## config.mk

```make
export PLATFORM = sky130hd
export DESIGN_NAME = char_lcd_4bit_interface_sequencer_flat
export DESIGN_NICKNAME = d
export VERILOG_FILES = /design/src/rtl/clcd_pkg.sv /design/src/rtl/clcd_if.sv /design/src/rtl/clcd_useq.sv /design/src/rtl/clcd_dp.sv /design/src/rtl/char_lcd_4bit_interface_sequencer.sv /design/src/flat_wrapper.sv
export SDC_FILE = /design/constraint.sdc
export NUM_CORES = 1
export LEC_CHECK = 0
export BUFFER_PORTS_ARGS = -buffer_cell sky130_fd_sc_hd__buf_4
export CORE_MARGIN = 8
export CORE_UTILIZATION = 35
export DETAILED_ROUTE_END_ITERATION = 10
export GPL_TIMING_DRIVEN = 0
export SLEW_MARGIN = 40
export SYNTH_ARGS = -nofsm -noshare
export SYNTH_HDL_FRONTEND = slang
export SYNTH_SLANG_ARGS = --single-unit
export TNS_END_PERCENT = 5
```

## constraint.sdc

```tcl
create_clock -name i_clk -period 6.9 [get_ports i_clk]
set_input_delay 1.38 -clock i_clk [delete_from_list [all_inputs] [get_ports i_clk]]
set_output_delay 1.38 -clock i_clk [all_outputs]
set_load 0.03 [all_outputs]
```

## src/rtl/clcd_pkg.sv

```systemverilog
// Package: types, constants and microcode table for the character LCD sequencer.
`default_nettype none
package clcd_pkg;

    localparam int UPC_W = 6;

    localparam logic [7:0] CMD_CLEAR   = 8'h01;
    localparam logic [7:0] CMD_HOME    = 8'h02;
    localparam logic [7:0] CMD_DDRAM   = 8'h80;
    localparam logic [7:0] ROW1_BASE   = 8'h40;
    localparam logic [7:0] INIT_BYTE   = 8'h33;
    localparam logic [5:0] POWER_WAIT  = 6'd40;

    localparam logic [7:0] FSET_RST    = 8'h28;
    localparam logic [7:0] DCTL_RST    = 8'h0F;
    localparam logic [7:0] EMODE_RST   = 8'h06;

    localparam logic [UPC_W-1:0] UA_BYTE = 6'd0;
    localparam logic [UPC_W-1:0] UA_INIT = 6'd5;

    typedef enum logic [2:0] {
        OP_CMD   = 3'd0,
        OP_CHAR  = 3'd1,
        OP_POS   = 3'd2,
        OP_CLEAR = 3'd3,
        OP_INIT  = 3'd4
    } t_op;

    typedef enum logic [1:0] {
        CFG_FSET  = 2'd0,
        CFG_DCTL  = 2'd1,
        CFG_EMODE = 2'd2
    } t_cfg_idx;

    typedef enum logic [2:0] {
        SRC_REQ   = 3'd0,
        SRC_INIT  = 3'd1,
        SRC_FSET  = 3'd2,
        SRC_DCTL  = 3'd3,
        SRC_CLEAR = 3'd4,
        SRC_EMODE = 3'd5,
        SRC_HOME  = 3'd6
    } t_src;

    typedef enum logic [1:0] {
        SET_0    = 2'd0,
        SET_1    = 2'd1,
        SET_TAIL = 2'd2
    } t_settle;

    // one microcode word
    typedef struct packed {
        t_src       src;
        logic       lo_nib;
        logic       en;
        t_settle    settle;
        logic       wait_tail;
        logic [5:0] wait_ms;
        logic       last;
    } t_ucw;

    // request decode handed to the sequencer
    typedef struct packed {
        logic go;
        logic init;
    } t_disp;

    function automatic t_ucw mk(t_src s, logic lo, logic en, t_settle st,
                                logic wt, logic [5:0] w, logic l);
        t_ucw u;
        u.src       = s;
        u.lo_nib    = lo;
        u.en        = en;
        u.settle    = st;
        u.wait_tail = wt;
        u.wait_ms   = w;
        u.last      = l;
        return u;
    endfunction

    // five-step byte transfer inside init, tail waits 2 ms
    function automatic t_ucw bstep(t_src s, logic [2:0] ph, logic l);
        t_ucw u;
        case (ph)
            3'd0:    u = mk(s, 1'b0, 1'b0, SET_1, 1'b0, 6'd0, 1'b0);
            3'd1:    u = mk(s, 1'b0, 1'b1, SET_1, 1'b0, 6'd0, 1'b0);
            3'd2:    u = mk(s, 1'b0, 1'b0, SET_0, 1'b0, 6'd0, 1'b0);
            3'd3:    u = mk(s, 1'b1, 1'b1, SET_1, 1'b0, 6'd0, 1'b0);
            default: u = mk(s, 1'b1, 1'b0, SET_0, 1'b0, 6'd2, l);
        endcase
        return u;
    endfunction

    function automatic t_ucw ucode(logic [UPC_W-1:0] pc);
        t_ucw u;
        case (pc)
            6'd0:  u = mk(SRC_REQ, 1'b0, 1'b0, SET_1, 1'b0, 6'd0, 1'b0);
            6'd1:  u = mk(SRC_REQ, 1'b0, 1'b1, SET_1, 1'b0, 6'd0, 1'b0);
            6'd2:  u = mk(SRC_REQ, 1'b0, 1'b0, SET_0, 1'b0, 6'd0, 1'b0);
            6'd3:  u = mk(SRC_REQ, 1'b1, 1'b1, SET_1, 1'b0, 6'd0, 1'b0);
            6'd4:  u = mk(SRC_REQ, 1'b1, 1'b0, SET_TAIL, 1'b1, 6'd0, 1'b1);
            6'd5:  u = mk(SRC_INIT, 1'b0, 1'b0, SET_0, 1'b0, POWER_WAIT, 1'b0);
            6'd6:  u = mk(SRC_INIT, 1'b0, 1'b0, SET_1, 1'b0, 6'd0, 1'b0);
            6'd7,
            6'd9,
            6'd11: u = mk(SRC_INIT, 1'b0, 1'b1, SET_1, 1'b0, 6'd0, 1'b0);
            6'd8,
            6'd10,
            6'd12: u = mk(SRC_INIT, 1'b0, 1'b0, SET_0, 1'b0, 6'd1, 1'b0);
            6'd13: u = bstep(SRC_FSET, 3'd0, 1'b0);
            6'd14: u = bstep(SRC_FSET, 3'd1, 1'b0);
            6'd15: u = bstep(SRC_FSET, 3'd2, 1'b0);
            6'd16: u = bstep(SRC_FSET, 3'd3, 1'b0);
            6'd17: u = bstep(SRC_FSET, 3'd4, 1'b0);
            6'd18: u = bstep(SRC_DCTL, 3'd0, 1'b0);
            6'd19: u = bstep(SRC_DCTL, 3'd1, 1'b0);
            6'd20: u = bstep(SRC_DCTL, 3'd2, 1'b0);
            6'd21: u = bstep(SRC_DCTL, 3'd3, 1'b0);
            6'd22: u = bstep(SRC_DCTL, 3'd4, 1'b0);
            6'd23: u = bstep(SRC_CLEAR, 3'd0, 1'b0);
            6'd24: u = bstep(SRC_CLEAR, 3'd1, 1'b0);
            6'd25: u = bstep(SRC_CLEAR, 3'd2, 1'b0);
            6'd26: u = bstep(SRC_CLEAR, 3'd3, 1'b0);
            6'd27: u = bstep(SRC_CLEAR, 3'd4, 1'b0);
            6'd28: u = bstep(SRC_EMODE, 3'd0, 1'b0);
            6'd29: u = bstep(SRC_EMODE, 3'd1, 1'b0);
            6'd30: u = bstep(SRC_EMODE, 3'd2, 1'b0);
            6'd31: u = bstep(SRC_EMODE, 3'd3, 1'b0);
            6'd32: u = bstep(SRC_EMODE, 3'd4, 1'b0);
            6'd33: u = bstep(SRC_HOME, 3'd0, 1'b0);
            6'd34: u = bstep(SRC_HOME, 3'd1, 1'b0);
            6'd35: u = bstep(SRC_HOME, 3'd2, 1'b0);
            6'd36: u = bstep(SRC_HOME, 3'd3, 1'b0);
            6'd37: u = bstep(SRC_HOME, 3'd4, 1'b1);
            default: u = mk(SRC_REQ, 1'b0, 1'b0, SET_0, 1'b0, 6'd0, 1'b1);
        endcase
        return u;
    endfunction

endpackage
`default_nettype wire

```

## src/rtl/clcd_if.sv

```systemverilog
// Interfaces: request, pin update and configuration channels.
`default_nettype none
interface clcd_req_if;
    logic       valid;
    logic       ready;
    logic [2:0] op;
    logic [7:0] value_byte;
    logic [5:0] column;
    logic [1:0] row;
    modport source (output valid, op, value_byte, column, row, input ready);
    modport sink   (input valid, op, value_byte, column, row, output ready);
endinterface

interface clcd_upd_if;
    logic       valid;
    logic       ready;
    logic       reg_select;
    logic       enable_level;
    logic [3:0] bus_nibble;
    logic       settle_short;
    logic [5:0] wait_ms;
    logic       last;
    modport source (output valid, reg_select, enable_level, bus_nibble, settle_short,
                    wait_ms, last, input ready);
    modport sink   (input valid, reg_select, enable_level, bus_nibble, settle_short,
                    wait_ms, last, output ready);
endinterface

interface clcd_cfg_if;
    logic       valid;
    logic       ready;
    logic [1:0] index;
    logic [7:0] data;
    modport source (output valid, index, data, input ready);
    modport sink   (input valid, index, data, output ready);
endinterface
`default_nettype wire

```

## src/rtl/clcd_useq.sv

```systemverilog
// Microcode sequencer: step counter, dispatch on request and ROM lookup.
`default_nettype none
module clcd_useq
    import clcd_pkg::*;
(
    input  wire logic  i_clk,
    input  wire logic  i_rst_n,
    input  wire logic  i_req_valid,
    input  wire t_disp i_disp,
    input  wire logic  i_slot,
    output t_ucw       o_uw,
    output logic       o_step,
    output logic       o_req_ready
);

    logic             r_busy, n_busy;
    logic [UPC_W-1:0] r_pc, n_pc;
    logic             req_fire;

    assign o_uw        = ucode(r_pc);
    assign o_step      = r_busy && i_slot;
    assign o_req_ready = !r_busy || (o_step && o_uw.last);
    assign req_fire    = i_req_valid && o_req_ready;

    always_comb begin
        n_busy = r_busy;
        n_pc   = r_pc;
        if (o_step) begin
            n_pc = r_pc + 6'd1;
            if (o_uw.last) begin
                n_busy = 1'b0;
            end
        end
        if (req_fire && i_disp.go) begin
            n_busy = 1'b1;
            n_pc   = i_disp.init ? UA_INIT : UA_BYTE;
        end
    end

    always_ff @(posedge i_clk) begin
        if (!i_rst_n) begin
            r_busy <= 1'b0;
            r_pc   <= UA_BYTE;
        end else begin
            r_busy <= n_busy;
            r_pc   <= n_pc;
        end
    end

endmodule
`default_nettype wire

```

## src/rtl/clcd_dp.sv

```systemverilog
// Datapath: request decode, init command registers and output register.
`default_nettype none
module clcd_dp
    import clcd_pkg::*;
(
    input  wire logic       i_clk,
    input  wire logic       i_rst_n,
    input  wire logic       i_req_fire,
    input  wire logic [2:0] i_op,
    input  wire logic [7:0] i_value_byte,
    input  wire logic [5:0] i_column,
    input  wire logic [1:0] i_row,
    input  wire logic       i_cfg_fire,
    input  wire logic [1:0] i_cfg_index,
    input  wire logic [7:0] i_cfg_data,
    input  wire t_ucw       i_uw,
    input  wire logic       i_step,
    output t_disp           o_disp,
    output logic            o_slot,
    clcd_upd_if.source      o_upd
);

    logic [7:0] r_fset, r_dctl, r_emode;
    logic       r_rs, n_rs;
    logic [7:0] r_byte, n_byte;
    logic       r_tail_settle, n_tail_settle;
    logic [5:0] r_tail_wait, n_tail_wait;
    logic       r_valid;
    logic       r_o_rs, r_o_en, r_o_settle, r_o_last;
    logic [3:0] r_o_nib;
    logic [5:0] r_o_wait;
    logic [7:0] pos_byte;
    logic [7:0] cur_byte;
    logic       cur_settle;

    assign pos_byte = (i_row[0] ? (ROW1_BASE + {2'b00, i_column}) : {2'b00, i_column})
                      | CMD_DDRAM;

    always_comb begin
        o_disp        = '0;
        n_rs          = 1'b0;
        n_byte        = i_value_byte;
        n_tail_settle = 1'b0;
        n_tail_wait   = 6'd0;
        case (t_op'(i_op))
            OP_CMD: begin
                o_disp.go = 1'b1;
            end
            OP_CHAR: begin
                o_disp.go     = (i_value_byte != 8'd0);
                n_rs          = 1'b1;
                n_tail_settle = 1'b1;
            end
            OP_POS: begin
                o_disp.go   = !i_row[1];
                n_byte      = pos_byte;
                n_tail_wait = 6'd1;
            end
            OP_CLEAR: begin
                o_disp.go   = 1'b1;
                n_byte      = CMD_CLEAR;
                n_tail_wait = 6'd2;
            end
            OP_INIT: begin
                o_disp.go   = 1'b1;
                o_disp.init = 1'b1;
            end
            default: begin
                o_disp.go = 1'b0;
            end
        endcase
    end

    always_ff @(posedge i_clk) begin
        if (i_req_fire) begin
            r_rs          <= n_rs;
            r_byte        <= n_byte;
            r_tail_settle <= n_tail_settle;
            r_tail_wait   <= n_tail_wait;
        end
    end

    always_ff @(posedge i_clk) begin
        if (!i_rst_n) begin
            r_fset  <= FSET_RST;
            r_dctl  <= DCTL_RST;
            r_emode <= EMODE_RST;
        end else if (i_cfg_fire) begin
            case (t_cfg_idx'(i_cfg_index))
                CFG_FSET:  r_fset  <= i_cfg_data;
                CFG_DCTL:  r_dctl  <= i_cfg_data;
                CFG_EMODE: r_emode <= i_cfg_data;
                default:   r_fset  <= r_fset;
            endcase
        end
    end

    always_comb begin
        case (i_uw.src)
            SRC_REQ:   cur_byte = r_byte;
            SRC_INIT:  cur_byte = INIT_BYTE;
            SRC_FSET:  cur_byte = r_fset;
            SRC_DCTL:  cur_byte = r_dctl;
            SRC_CLEAR: cur_byte = CMD_CLEAR;
            SRC_EMODE: cur_byte = r_emode;
            SRC_HOME:  cur_byte = CMD_HOME;
            default:   cur_byte = r_byte;
        endcase
        case (i_uw.settle)
            SET_0:    cur_settle = 1'b0;
            SET_1:    cur_settle = 1'b1;
            SET_TAIL: cur_settle = r_tail_settle;
            default:  cur_settle = 1'b0;
        endcase
    end

    assign o_slot = !r_valid || o_upd.ready;

    always_ff @(posedge i_clk) begin
        if (!i_rst_n) begin
            r_valid <= 1'b0;
        end else if (i_step) begin
            r_valid <= 1'b1;
        end else if (o_upd.ready) begin
            r_valid <= 1'b0;
        end
    end

    always_ff @(posedge i_clk) begin
        if (i_step) begin
            r_o_rs     <= (i_uw.src == SRC_REQ) ? r_rs : 1'b0;
            r_o_en     <= i_uw.en;
            r_o_nib    <= i_uw.lo_nib ? cur_byte[3:0] : cur_byte[7:4];
            r_o_settle <= cur_settle;
            r_o_wait   <= i_uw.wait_tail ? r_tail_wait : i_uw.wait_ms;
            r_o_last   <= i_uw.last;
        end
    end

    assign o_upd.valid        = r_valid;
    assign o_upd.reg_select   = r_o_rs;
    assign o_upd.enable_level = r_o_en;
    assign o_upd.bus_nibble   = r_o_nib;
    assign o_upd.settle_short = r_o_settle;
    assign o_upd.wait_ms      = r_o_wait;
    assign o_upd.last         = r_o_last;

endmodule
`default_nettype wire

```

## src/rtl/char_lcd_4bit_interface_sequencer.sv

```systemverilog
// Top level: character LCD 4-bit bus sequencer.
//
// i_req takes one request (raw command, character, cursor position, clear,
// init). o_upd gives the pin updates it causes, in order, the final one
// flagged by last. A zero character, a row of 2 or 3 and op
// codes 5..7 are accepted and cause no update. i_cfg writes the three init
// command registers; it is always ready and should be used only while idle.
// A byte request gives 5 updates, init gives 33; updates leave the output
// register one per cycle when o_upd.ready stays high. An accepted request
// loads the step counter first; the output register then takes the first
// update. The next request is taken in the cycle the final update is
// loaded, so requests follow with no idle step between. When the receiver
// stalls, the output register holds and the step counter waits. Reset
// (synchronous, active low) idles the sequencer, empties the output
// register and restores the command registers to 0x28, 0x0F and 0x06.
`default_nettype none
module char_lcd_4bit_interface_sequencer
    import clcd_pkg::*;
(
    input  wire logic  i_clk,
    input  wire logic  i_rst_n,
    clcd_req_if.sink   i_req,
    clcd_cfg_if.sink   i_cfg,
    clcd_upd_if.source o_upd
);

    t_ucw  uw;
    t_disp disp;
    logic  step;
    logic  slot;
    logic  req_ready;

    assign i_req.ready = req_ready;
    assign i_cfg.ready = 1'b1;

    clcd_useq u_seq (
        .i_clk       (i_clk),
        .i_rst_n     (i_rst_n),
        .i_req_valid (i_req.valid),
        .i_disp      (disp),
        .i_slot      (slot),
        .o_uw        (uw),
        .o_step      (step),
        .o_req_ready (req_ready)
    );

    clcd_dp u_dp (
        .i_clk        (i_clk),
        .i_rst_n      (i_rst_n),
        .i_req_fire   (i_req.valid && req_ready),
        .i_op         (i_req.op),
        .i_value_byte (i_req.value_byte),
        .i_column     (i_req.column),
        .i_row        (i_req.row),
        .i_cfg_fire   (i_cfg.valid),
        .i_cfg_index  (i_cfg.index),
        .i_cfg_data   (i_cfg.data),
        .i_uw         (uw),
        .i_step       (step),
        .o_disp       (disp),
        .o_slot       (slot),
        .o_upd        (o_upd)
    );

endmodule
`default_nettype wire

```

## src/flat_wrapper.sv

```systemverilog
// flat-port wrapper written by rule: the top's interface ports become plain ports
module char_lcd_4bit_interface_sequencer_flat import clcd_pkg::*;
  (i_clk, i_rst_n, i_req_valid, i_req_op, i_req_value_byte, i_req_column, i_req_row, i_req_ready, i_cfg_valid, i_cfg_index, i_cfg_data, i_cfg_ready, o_upd_valid, o_upd_reg_select, o_upd_enable_level, o_upd_bus_nibble, o_upd_settle_short, o_upd_wait_ms, o_upd_last, o_upd_ready);
  clcd_req_if i_req_i ();
  clcd_cfg_if i_cfg_i ();
  clcd_upd_if o_upd_i ();
  input  wire logic i_clk;
  input  wire logic i_rst_n;
  input wire logic [$bits(i_req_i.valid)-1:0] i_req_valid;
  input wire logic [$bits(i_req_i.op)-1:0] i_req_op;
  input wire logic [$bits(i_req_i.value_byte)-1:0] i_req_value_byte;
  input wire logic [$bits(i_req_i.column)-1:0] i_req_column;
  input wire logic [$bits(i_req_i.row)-1:0] i_req_row;
  output wire logic [$bits(i_req_i.ready)-1:0] i_req_ready;
  input wire logic [$bits(i_cfg_i.valid)-1:0] i_cfg_valid;
  input wire logic [$bits(i_cfg_i.index)-1:0] i_cfg_index;
  input wire logic [$bits(i_cfg_i.data)-1:0] i_cfg_data;
  output wire logic [$bits(i_cfg_i.ready)-1:0] i_cfg_ready;
  output wire logic [$bits(o_upd_i.valid)-1:0] o_upd_valid;
  output wire logic [$bits(o_upd_i.reg_select)-1:0] o_upd_reg_select;
  output wire logic [$bits(o_upd_i.enable_level)-1:0] o_upd_enable_level;
  output wire logic [$bits(o_upd_i.bus_nibble)-1:0] o_upd_bus_nibble;
  output wire logic [$bits(o_upd_i.settle_short)-1:0] o_upd_settle_short;
  output wire logic [$bits(o_upd_i.wait_ms)-1:0] o_upd_wait_ms;
  output wire logic [$bits(o_upd_i.last)-1:0] o_upd_last;
  input wire logic [$bits(o_upd_i.ready)-1:0] o_upd_ready;
  assign i_req_i.valid = i_req_valid;
  assign i_req_i.op = i_req_op;
  assign i_req_i.value_byte = i_req_value_byte;
  assign i_req_i.column = i_req_column;
  assign i_req_i.row = i_req_row;
  assign i_req_ready = i_req_i.ready;
  assign i_cfg_i.valid = i_cfg_valid;
  assign i_cfg_i.index = i_cfg_index;
  assign i_cfg_i.data = i_cfg_data;
  assign i_cfg_ready = i_cfg_i.ready;
  assign o_upd_valid = o_upd_i.valid;
  assign o_upd_reg_select = o_upd_i.reg_select;
  assign o_upd_enable_level = o_upd_i.enable_level;
  assign o_upd_bus_nibble = o_upd_i.bus_nibble;
  assign o_upd_settle_short = o_upd_i.settle_short;
  assign o_upd_wait_ms = o_upd_i.wait_ms;
  assign o_upd_last = o_upd_i.last;
  assign o_upd_i.ready = o_upd_ready;
  char_lcd_4bit_interface_sequencer u_core (.i_clk(i_clk), .i_rst_n(i_rst_n), .i_req(i_req_i), .i_cfg(i_cfg_i), .o_upd(o_upd_i));
endmodule
```

==> parameters.txt, run 1 <==
Parameter                              Value

Outcome
  Result of the run ... finished, final reports clean

Global route
  Final global-route overflow total ... 0
  Antenna violations before repair ... 0
  Largest net degree at the start of global routing ... 17
  Global-route usage over all layers ... 13.5%
  Global-route track usage on met3 ... 4.10%
  Met2 usage ... 23.5%
  Top Usage Layer GRT ... met2
  Via count of the first global-routing pass ... 2862
  Global-route wire length before repair ... 14000 microns
  GRT met1 Usage ... 15.4%

CTS
  Buffer depth of the longest clock path ... 2
  Cts-stage hold buffer count ... 0
  Clk slew on worst S/H paths ... 0.07 ns
  Clk sink count ... 65
  Root buf cell ... sky130_fd_sc_hd__clkbuf_8
  Clock latency on the worst-skew pair ... 0.35 ns
  Number of buffers added by the clock tree synthesis step ... 9
  H-tree level count ... 3
  Buffer count from post-CTS setup fixing ... 0
  TritonCTS clock tree ... done
  # resized after CTS ... 0

Cells and area
  Commonest non-fill, non-tap cell in the layout ... sky130_fd_sc_hd__buf_4
  Net count of the finished layout ... 471
  Share of layout cells above drive strength 1 ... 20.0%
  Sequential cell area ... 0.00152 sq mm
  Filler Cell Count ... 1015
  Area taken by multi-input logic gates ... 0.00172 sq mm
  Antenna diode count ... 0
  Synthesis-to-layout area growth ... 21.1%
  Commonest cells after routing, fill and taps aside ... sky130_fd_sc_hd__buf_4, sky130_fd_sc_hd__nand2_1, sky130_fd_sc_hd__dfxtp_1, sky130_fd_sc_hd__nor2_1, sky130_fd_sc_hd__mux2i_1

STA
  Shortest clock period the worst path allows after layout ... 4.13 ns
  Slew at the pin closest to its max-slew limit ... 0.763 ns
  Setup violators final ... 0
  Max-slew violation count ... 0
  Crit share post-route ... 59.8%
  Fmax achieved ... 242 MHz
  Unrepaired setup endpoints after global routing ... false
  Worst-case clock skew ... 0.0125 ns
  Sum of negative setup slack ... 0 ns
  Final Hold Violating Endpoints ... 0
  Max-slew headroom at the worst pin ... 49.0%

Yosys
  Mean instance size in the synthesized netlist ... 9.32 sq um
  Distinct cells, synth ... 57
  Sequential area share after synthesis ... 44.5%
  Post-synth EDFFs ... 22
  Dominant cell type by area after synthesis ... sky130_fd_sc_hd__dfxtp_1
  Post-synthesis instance area ... 0.00342 sq mm
  Yosys warning count ... 0
  Async set-reset flop share out of synthesis ... 0%
  Area share of the largest cell type after synthesis ... 25.2%
  Top cells by area, synth ... sky130_fd_sc_hd__dfxtp_1, sky130_fd_sc_hd__edfxtp_1, sky130_fd_sc_hd__mux2i_1, sky130_fd_sc_hd__nand2_1, sky130_fd_sc_hd__nor2_1
  Top FF cell, synth ... sky130_fd_sc_hd__dfxtp_1
  Gate count of the mapped netlist ... 367
  Flops & latches, synth ... 65

Routing
  Total number of vias ... 2824
  Total wire length after detailed routing ... 8640 microns
  Wire length per cell after detailed routing ... 15.3 microns
  TritonRoute pass-1 iters ... 4
  Count of routing violations after the opening detailed-route iteration ... 181
  Average vias per placed instance ... 5.01
  Post-route ant nets ... 0
  # DRC ... 0

Die
  Core Rows ... 36
  Starting density of the core ... 35.5%
  Core footprint ... 0.00964 sq mm
  I/O pin count ... 51
  Die area ... 0.0132 sq mm
  Die outline height ... 115 microns
  Floorplan die width ... 115 microns

Flow run
  Max-cap violations ... 0

Pwr
  Peak supply drop ... 0.100 mV
  Design Power ... 903 uW
  Cell leakage power ... 1.75 nW
  Power density over the cells ... 218 mW/mm^2

Worst setup path
  Category of the worst setup path launch point ... input port
  Data required time at the worst endpoint ... 7.12 ns
  Category of the worst setup path capture point ... flop
  Worst Path Class, Setup ... in -> reg
  Peak fanout along the critical path ... 6
  Crit path max-delay cell type ... sky130_fd_sc_hd__a21boi_0
  Sequence of cells on the critical path ... buf_4, nor4_2, nand4b_2, a31oi_1, a21boi_0, inv_1, ha_1, o211ai_1, o2bb2ai_1, a21o_1, a211o_1
  WP data arrival ... 4.35 ns
  Largest stage delay, worst path ... 0.65 ns

Placed design
  Routability congestion estimate ... 0.904
  DPL Wire Length ... 6500 microns
  Count of buffers inserted at the top-level ports ... 47

Min path
  Type of the tightest min-delay check ... reg -> reg
==> final timing paths <==
| path | from | end | slack [ns] | depth (start not counted) |
|---|---|---|---|---|
| min | u_core.u_seq.o_uw[10]$_DFF_P_ | u_core.u_dp.o_upd.enable_level$_DFFE_PP_ | 0.41 | 0 |
| max reg2reg | u_core.u_dp.o_upd.valid$_SDFFE_PN0P_ | u_core.u_seq.o_uw[8]$_DFF_P_ | 3.48 | 10 |
| min reg2reg | u_core.u_seq.o_uw[10]$_DFF_P_ | u_core.u_dp.o_upd.enable_level$_DFFE_PP_ | 0.41 | 0 |
| max | i_req_value_byte[0] | u_core.u_seq.o_uw[8]$_DFF_P_ | 2.77 | 11 |
==> registers in the layout, indices dropped and copies added (netlist names) <==
register,cells
u_core.u_seq.o_uw,11
u_core.u_dp.r_byte,8
u_core.u_dp.r_dctl,8
u_core.u_dp.r_emode,8
u_core.u_dp.r_fset,8
u_core.u_seq.r_pc,6
u_core.u_dp.o_upd.bus_nibble,4
u_core.u_dp.o_upd.wait_ms,3
u_core.u_dp.r_tail_wait,2
u_core.u_dp.o_upd.enable_level,1
u_core.u_dp.o_upd.last,1
u_core.u_dp.o_upd.reg_select,1
u_core.u_dp.o_upd.settle_short,1
u_core.u_dp.o_upd.valid,1
u_core.u_dp.r_tail_settle,1
u_core.u_seq.r_busy,1
==> through the flow <==
step,setup slack (ns),instances,instance area [sq um],utilization (%),hold WS [ns]
finish,2.77,564,4140,43.0,0.413
global route,2.52,564,4140,43.0,0.436
CTS,2.78,564,4140,43.0,0.416
detailed placement,2.43,548,3950,41.0,0.394
global placement,1.86,548,3940,40.9,0.401
floorplan,2.84,368,3420,-,0.386
==> critical path, delay by kind of cell <==
| kind | cells | cell delay (ns) |
|---|---|---|
| AOI/OAI and AO/OA | 6 | 1.76 |
| adders and majority gates | 1 | 0.34 |
| buffers and inverters | 2 | 0.33 |
| and+or+nand+nor | 2 | 0.53 |
==> where the power goes <==
part / internal [mW] / leakage (nW) / switching, mW
clock: 0.167 / 0.0991 / 0.152
combinational: 0.0612 / 1.09 / 0.0885
sequential: 0.423 / 0.562 / 0.0117
==> cell families after synthesis <==
logic type	count (synthesis)	synth area share [%]
adder cells (fa/ha/maj)	11	4.02
AND/OR/NAND/NOR	133	18.7
XOR/XNOR	6	1.54
other	2	0.220
buffers and inverters	38	5.42
AO/OA/AOI/OAI	77	15.0
multiplexers	35	10.5
flip-flops	65	44.5
==> area by class of cell <==
cell class | count | share of cell area, %
Timing Repair Buffer | 47 | 8.52
Buffer | 22 | 2.99
Sequential cell | 65 | 36.7
Inverter | 16 | 1.48
Multi-Input combinational cell | 265 | 41.6
Clock buffer | 9 | 2.99
Clock inverter | 7 | 1.66
Tap cell | 133 | 4.02
==> cells in the mapped netlist (all sizes together), types with 5 or more instances <==
cell type / number
nand2: 45
dfxtp: 43
nor2: 39
mux2i: 27
o21ai: 24
edfxtp: 22
inv: 15
clkbuf: 13
a21oi: 12
ha: 11
buf: 9
mux2: 8
a221oi: 6
nand2b: 6
nand3: 6
nor2b: 6
nor3: 6
a21o: 5
and2: 5
nand4: 5
==> metal layers <==
layer / wire length (microns) / vias to the layer above
met5: 0 / -
met4: 103 / 0
met3: 400 / 11
met2: 4440 / 60
met1: 3700 / 1341
li1: - / 1412
(Power assumes the default switching activity.)
==> run 2, diff against run 1 <==
ABC_AREA = 1   (was unset)
clock period = 4.3 ns   (was 6.9 ns; I/O delays follow)
==> run 2 against run 1 <==
  * Combinational power rose by 73%
  * Utilization is 0.94 points higher
  * Clock power up 64%
  * Global-route usage shrank 0.13 points
  * Sequential power increased by 62%
  * Via count increased by 3.8%
  * Worst setup slack lost 1.5 ns
  * Register-to-register slack got worse by 2.0 ns
  * Critical path depth increased by 6
  * Sequential cell count stayed put
  * Final cell count increased by 8.9%
  * Largest cell class unchanged
  * Largest power group unchanged
==> parameters.txt, run 2 <==
Parameter                              Value

Min path
  Type of the tightest min-delay check ... reg -> reg
  Hold path startpoint ... u_core.u_seq.o_uw[10]$_DFF_P_
  Hold path depth ... 0
  Worst-case hold path end point ... u_core.u_dp.o_upd.enable_level$_DFFE_PP_

Cells and area
  Sequential cell area ... 0.00152 sq mm
  Commonest cells after routing, fill and taps aside ... sky130_fd_sc_hd__nand2_1, sky130_fd_sc_hd__inv_1, sky130_fd_sc_hd__buf_4, sky130_fd_sc_hd__dfxtp_1, sky130_fd_sc_hd__nor2_1
  Commonest non-fill, non-tap cell in the layout ... sky130_fd_sc_hd__nand2_1
  Filler Cell Count ... 934
  Post-Layout Inst Area ... 0.00406 sq mm
  Net count of the finished layout ... 525
  Flip-flop count of the largest register, all copies and words added ... 11
  Antenna diode count ... 0
  Non-Filler Instances ... 614
  Share of layout cells above drive strength 1 ... 19.6%
  Synthesis-to-layout area growth ... 21.9%
  Area taken by multi-input logic gates ... 0.00153 sq mm

Pwr
  Power density over the cells ... 367 mW/mm^2
  Peak supply drop ... 0.133 mV
  Clock share of power ... 35.1%
  Cell internal pwr ... 1.05 mW
  Switching power total ... 438 uW
  Fraction of power spent switching nets ... 29.5%
  Part of the total power dissipated in sequential elements ... 47.4%
  Cell leakage power ... 1.84 nW
  Share of total power in combinational logic ... 17.4%

CTS
  Clock latency on the worst-skew pair ... 0.34 ns
  Number of buffers added by the clock tree synthesis step ... 9
  Clk slew on worst S/H paths ... 0.07 ns
  Clk sink count ... 65
  Buffer count from post-CTS setup fixing ... 0
  Buffer depth of the longest clock path ... 2
  Cts-stage hold buffer count ... 0
  TritonCTS clock tree ... done
  # resized after CTS ... 0
  Root buf cell ... sky130_fd_sc_hd__clkbuf_8
  H-tree level count ... 3

Worst setup path
  Cell family contributing the most delay on the critical path ... simple AND/OR/NAND/NOR gates
  Category of the worst setup path launch point ... input port
  Cell occurring most often along the worst timing path ... sky130_fd_sc_hd__nand2_1
  Peak fanout along the critical path ... 12
  WP data arrival ... 3.29 ns
  Reg2Reg Launch Point ... u_core.u_seq.r_busy$_SDFFE_PN0P_
  Category of the worst setup path capture point ... flop
  Worst Path Class, Setup ... in -> reg
  Reg2reg setup slack ... 1.48 ns
  Data required time at the worst endpoint ... 4.54 ns
  Sequence of cells on the critical path ... buf_4, inv_2, nand2_4, nand2_2, inv_1, nand2_1, nand2_1, nand2_1, nor2_1, inv_1, ha_1, inv_1, nand4_1, nand3_1, nand2_1, nor2_1, nand2_1
  Largest stage delay, worst path ... 0.44 ns
  Number of buffers and inverters on the critical path ... 5
  Cell count of the worst reg-to-reg path ... 14
  Crit path max-delay cell type ... sky130_fd_sc_hd__inv_1
  Capture instance of the worst register-to-register path ... u_core.u_seq.o_uw[10]$_DFF_P_

Yosys
  Sequential area share after synthesis ... 45.7%
  Top cells by area, synth ... sky130_fd_sc_hd__dfxtp_1, sky130_fd_sc_hd__edfxtp_1, sky130_fd_sc_hd__nand2_1, sky130_fd_sc_hd__inv_1, sky130_fd_sc_hd__nand3_1
  Post-synth EDFFs ... 22
  Synth top cells by count ... sky130_fd_sc_hd__nand2_1, sky130_fd_sc_hd__inv_1, sky130_fd_sc_hd__dfxtp_1
  Post-synthesis instance area ... 0.00333 sq mm
  Gate count of the mapped netlist ... 421
  Cell with the most instances after synthesis ... sky130_fd_sc_hd__nand2_1
  Flops & latches, synth ... 65
  Distinct cells, synth ... 38
  Yosys warning count ... 0
  Top FF cell, synth ... sky130_fd_sc_hd__dfxtp_1
  Area share of the largest cell type after synthesis ... 25.9%
  Async set-reset flop share out of synthesis ... 0%
  Mean instance size in the synthesized netlist ... 7.90 sq um
  Dominant cell type by area after synthesis ... sky130_fd_sc_hd__dfxtp_1

Routing
  # DRC ... 0
  Total wire length after detailed routing ... 8150 microns
  Post-route ant nets ... 0
  Average vias per placed instance ... 4.77
  TritonRoute pass-1 iters ... 4
  Count of routing violations after the opening detailed-route iteration ... 185
  Total number of vias ... 2931
  Wire length per cell after detailed routing ... 13.3 microns

Die
  Starting density of the core ... 36.0%
  Die area ... 0.0129 sq mm
  I/O pin count ... 51
  Core Rows ... 35
  Floorplan die width ... 113 microns
  Die outline height ... 113 microns
  Core footprint ... 0.00924 sq mm

Global route
  Global-route wire length before repair ... 13700 microns
  Global-route usage over all layers ... 13.3%
  Final global-route overflow total ... 0
  Via count of the first global-routing pass ... 2886
  Antenna violations before repair ... 0
  Largest net degree at the start of global routing ... 14

STA
  Max-slew headroom at the worst pin ... 49.6%
  Worst-case clock skew ... 0.00669 ns
  Final Hold Violating Endpoints ... 0
  Max-slew violation count ... 0
  Sum of negative setup slack ... 0 ns
  Unrepaired setup endpoints after global routing ... false
  Setup violators final ... 0
  Final setup margin ... 1.24 ns
  Crit share post-route ... 71.1%
  Slew at the pin closest to its max-slew limit ... 0.748 ns
  Fmax achieved ... 327 MHz
  Shortest clock period the worst path allows after layout ... 3.06 ns

Placed design
  Routability congestion estimate ... 0.890
  Cell Area, Placed ... 0.00384 sq mm
  DP Cell Count ... 598
  DPL Wire Length ... 6330 microns
  Worst setup slack after placement ... 0.870 ns
  Count of buffers inserted at the top-level ports ... 47

Flow run
  Max-cap violations ... 0

Outcome
  Result of the run ... finished, final reports clean
## run 2: cell count changes after synthesis, moves of 6 or more
cell and change:
sky130_fd_sc_hd__mux2_2 -8, sky130_fd_sc_hd__clkbuf_1 -10, sky130_fd_sc_hd__mux2i_1 -27, sky130_fd_sc_hd__nand2b_1 -6, sky130_fd_sc_hd__nand3_1 +26, sky130_fd_sc_hd__inv_1 +39, sky130_fd_sc_hd__a21oi_1 +6, sky130_fd_sc_hd__nand4_1 +6
sky130_fd_sc_hd__o21ai_0 +7, sky130_fd_sc_hd__nand2_1 +50
## run 2: power groups by stage
| stage | sequential (mW) | combinational (mW) | clock [mW] |
|---|---|---|---|
| final | 0.705 | 0.259 | 0.522 |
| after global placement | 0.719 | 0.255 | 0 |
| after detailed placement | 0.720 | 0.255 | 0 |
| after CTS | 0.706 | 0.257 | 0.535 |
| after floorplan | 0.729 | 0.156 | 0 |
| after global routing | 0.710 | 0.290 | 0.565 |
## run 2: cell families (layout without fill, tap and decap cells)
group | Yosys count | count (layout) | synth area share [%]
compound gates | 73 | 73 | 13.2
xor+xnor | 4 | 4 | 1.05
other cells | 2 | 3 | 0.226
buf+inv | 69 | 132 | 8.57
simple gates | 197 | 197 | 27.1
fa+ha+maj | 11 | 11 | 4.14
flops | 65 | 65 | 45.7
## run 2: area by class of cell
type / instances / share of cell area, %
Inverter: 59 / 5.46
Buffer: 10 / 1.57
Tap cell: 129 / 3.98
Clock buffer: 9 / 3.05
Multi-Input combinational cell: 288 / 37.8
Timing Repair Buffer: 47 / 8.70
Clock inverter: 7 / 1.91
Sequential cell: 65 / 37.5
## run 2: worst max-delay path by stage
stage	start	end	slack, ns	depth (start not counted)
CTS	o_upd_ready	u_core.u_seq.o_uw[10]$_DFF_P_	1.24	17
finish	o_upd_ready	u_core.u_seq.o_uw[10]$_DFF_P_	1.24	17
floorplan	o_upd_ready	u_core.u_seq.o_uw[8]$_DFF_P_	1.49	16
global route	o_upd_ready	u_core.u_seq.o_uw[10]$_DFF_P_	0.85	17
global placement	o_upd_ready	u_core.u_seq.o_uw[10]$_DFF_P_	0.83	17
detailed placement	o_upd_ready	u_core.u_seq.o_uw[10]$_DFF_P_	0.87	17
## run 2: worst reg2reg max path: cells and delay by family, from the launching register on
kind	cells	cell delay [ns]
buffers and inverters	3	0.81
and+or+nand+nor	10	1.25
adders and majority gates	1	0.26
DFF	1	0.42
## run 2: layer usage
layer | vias up | part of all wire (%) | global-route usage (%)
met4 | 0 | 2.4 | 6.39
met1 | 1304 | 49 | 18.1
met5 | - | 0 | 0
met2 | 98 | 43 | 19.6
li1 | 1511 | - | -
met3 | 18 | 5.9 | 2.80
## run 2: through the flow
stage | hold slack, ns | power, mW | utilization, %
2_1_floorplan | 0.386 | 0.884 | -
3_3_place_gp | 0.387 | 0.973 | 41.6
3_5_place_dp | 0.395 | 0.975 | 41.6
4_1_cts | 0.413 | 1.50 | 43.8
5_1_grt | 0.427 | 1.56 | 43.9
6_report | 0.410 | 1.49 | 43.9
==> run 3, diff against run 2 <==
clock period = 3 ns   (was 4.3 ns; I/O delays follow)
==> run 3 against run 2 <==
  * Final cell count unchanged
  * Clock power up 43%
  * Largest power group unchanged
  * Non-clock buffer count unchanged
==> parameters.txt, run 3 (synthesis results as in run 2) <==
Parameter                              Value

Outcome
  Result of the run ... finished, final reports clean

Cells and area
  End-of-flow core utilization ... 44.0%
  Commonest cells after routing, fill and taps aside ... sky130_fd_sc_hd__nand2_1, sky130_fd_sc_hd__inv_1, sky130_fd_sc_hd__buf_4, sky130_fd_sc_hd__dfxtp_1, sky130_fd_sc_hd__nor2_1
  Share of layout cells above drive strength 1 ... 20.0%
  Antenna diode count ... 0
  Synthesis-to-layout area growth ... 22.1%
  Commonest non-fill, non-tap cell in the layout ... sky130_fd_sc_hd__nand2_1
  Flip-flop count of the largest register, all copies and words added ... 11
  Non-Filler Instances ... 614
  Net count of the finished layout ... 525

Routing
  # DRC ... 0
  Wire length per cell after detailed routing ... 13.3 microns
  Average vias per placed instance ... 4.76
  TritonRoute pass-1 iters ... 4
  Post-route ant nets ... 0
  Total wire length after detailed routing ... 8150 microns
  Count of routing violations after the opening detailed-route iteration ... 186
  Total number of vias ... 2921

Worst setup path
  WP data arrival ... 2.97 ns
  Reg2reg setup slack ... 0.31 ns
  Category of the worst setup path launch point ... flop
  Largest stage delay, worst path ... 0.38 ns
  Sequence of cells on the critical path ... nand2_4, nand2_2, a21boi_4, nand3_4, nand2_1, nand2_1, nand2_1, nand2_1, inv_1, ha_1, inv_1, nand4_1, a21oi_1, nor2_1, nand2_1
  Peak fanout along the critical path ... 12
  Cell occurring most often along the worst timing path ... sky130_fd_sc_hd__nand2_1
  Category of the worst setup path capture point ... flop
  Cell count of the worst reg-to-reg path ... 15
  Worst Path Class, Setup ... reg -> reg
  Data required time at the worst endpoint ... 3.29 ns
  Crit path max-delay cell type ... sky130_fd_sc_hd__a21boi_4

Die
  Die area ... 0.0129 sq mm
  Die outline height ... 113 microns
  Core footprint ... 0.00924 sq mm
  Core Rows ... 35
  Starting density of the core ... 36.0%
  I/O pin count ... 51
  Floorplan die width ... 113 microns

STA
  Crit share post-route ... 89.6%
  Max-slew violation count ... 0
  Slew at the pin closest to its max-slew limit ... 0.752 ns
  Final Hold Violating Endpoints ... 0
  Unrepaired setup endpoints after global routing ... false
  Max-slew headroom at the worst pin ... 49.3%
  Worst hold slack after final layout ... 0.410 ns
  Worst-case clock skew ... 0.00812 ns
  Shortest clock period the worst path allows after layout ... 2.69 ns
  Setup violators final ... 0
  Sum of negative setup slack ... 0 ns
  Fmax achieved ... 372 MHz

Min path
  Hold path depth ... 0
  Type of the tightest min-delay check ... reg -> reg

CTS
  Clk slew on worst S/H paths ... 0.08 ns
  Clock latency on the worst-skew pair ... 0.34 ns
  TritonCTS clock tree ... done
  Buffer depth of the longest clock path ... 2
  H-tree level count ... 3
  Number of buffers added by the clock tree synthesis step ... 9
  Root buf cell ... sky130_fd_sc_hd__clkbuf_8
  Buffer count from post-CTS setup fixing ... 0
  Clk sink count ... 65

Flow run
  Max-cap violations ... 0

Global route
  Global-route usage over all layers ... 13.3%
  Final global-route overflow total ... 0
  Antenna violations before repair ... 0
  Via count of the first global-routing pass ... 2886
  Global-route wire length before repair ... 13700 microns
  Largest net degree at the start of global routing ... 14

Pwr
  Cell leakage power ... 1.84 nW
  Design Power ... 2.13 mW
  Power density over the cells ... 525 mW/mm^2
  Peak supply drop ... 0.190 mV

Placed design
  Count of buffers inserted at the top-level ports ... 47
  DPL Wire Length ... 6330 microns
  DP Cell Count ... 598
  Routability congestion estimate ... 0.890
-- run 3: cell count changes in the layout (fill, tap and decap cells not counted) --
| cell | previous run | this run |
|---|---|---|
| sky130_fd_sc_hd__nor2_1 | 39 | 38 |
| sky130_fd_sc_hd__nor2_2 | 4 | 5 |
| sky130_fd_sc_hd__inv_1 | 53 | 52 |
| sky130_fd_sc_hd__clkinvlp_4 | 2 | 3 |
-- run 3: where the power goes --
part	internal, mW	leakage (nW)	total (mW)	switching (mW)
sequential	0.978	0.564	1.01	0.0329
combinational	0.135	1.17	0.373	0.238
clock	0.391	0.0968	0.748	0.357
total	1.50	1.84	2.13	0.628
-- run 3: per-layer routing --
metal  routed length, microns  part of all wire (%)  GRT usage [%]
met2                     3570                    44           19.6
met4                      131                   1.6           6.39
met5                        0                     0              0
met3                      476                   5.8           2.80
met1                     3980                    49           18.1
-- run 3: repair_timing --
action                     in CTS  in global routing
setup endpoints to repair       0                  5
gates resized for setup         0                  2
hold buffers                    0                  0
-- run 3: layout make-up --
class                   instances  area, sq um
plain buffers                  10         63.8
clock buffers                   9          124
clock inverters                 7         77.6
fillers                       933         5180
inverters                      59          225
multi-input cells             288         1540
flip-flops and latches         65         1520
well taps                     129          161
repair buffers                 47          353
-- run 3: critical path, delay by kind of cell, from the launching register on --
family	cells	cell delay [ns]
and+or+nand+nor	10	1.17
buffers and inverters	2	0.28
adders and majority gates	1	0.26
DFF	1	0.35
AOI/OAI and AO/OA	2	0.58
-- run 3: worst paths after layout --
path | start | to
worst max-delay path | u_core.u_dp.o_upd.valid$_SDFFE_PN0P_ | u_core.u_seq.o_uw[8]$_DFF_P_
worst min-delay path | u_core.u_seq.o_uw[10]$_DFF_P_ | u_core.u_dp.o_upd.enable_level$_DFFE_PP_
worst max register to register | u_core.u_dp.o_upd.valid$_SDFFE_PN0P_ | u_core.u_seq.o_uw[8]$_DFF_P_
worst min register to register | u_core.u_seq.o_uw[10]$_DFF_P_ | u_core.u_dp.o_upd.enable_level$_DFFE_PP_
-- run 3: metrics by stage --
stage | setup WS [ns] | area (sq um)
6_report | 0.312 | 4060
5_1_grt | 0.0607 | 4060
4_1_cts | 0.166 | 4050
3_5_place_dp | -0.170 | 3840
3_3_place_gp | -0.214 | 3840
2_1_floorplan | 0.448 | 3330
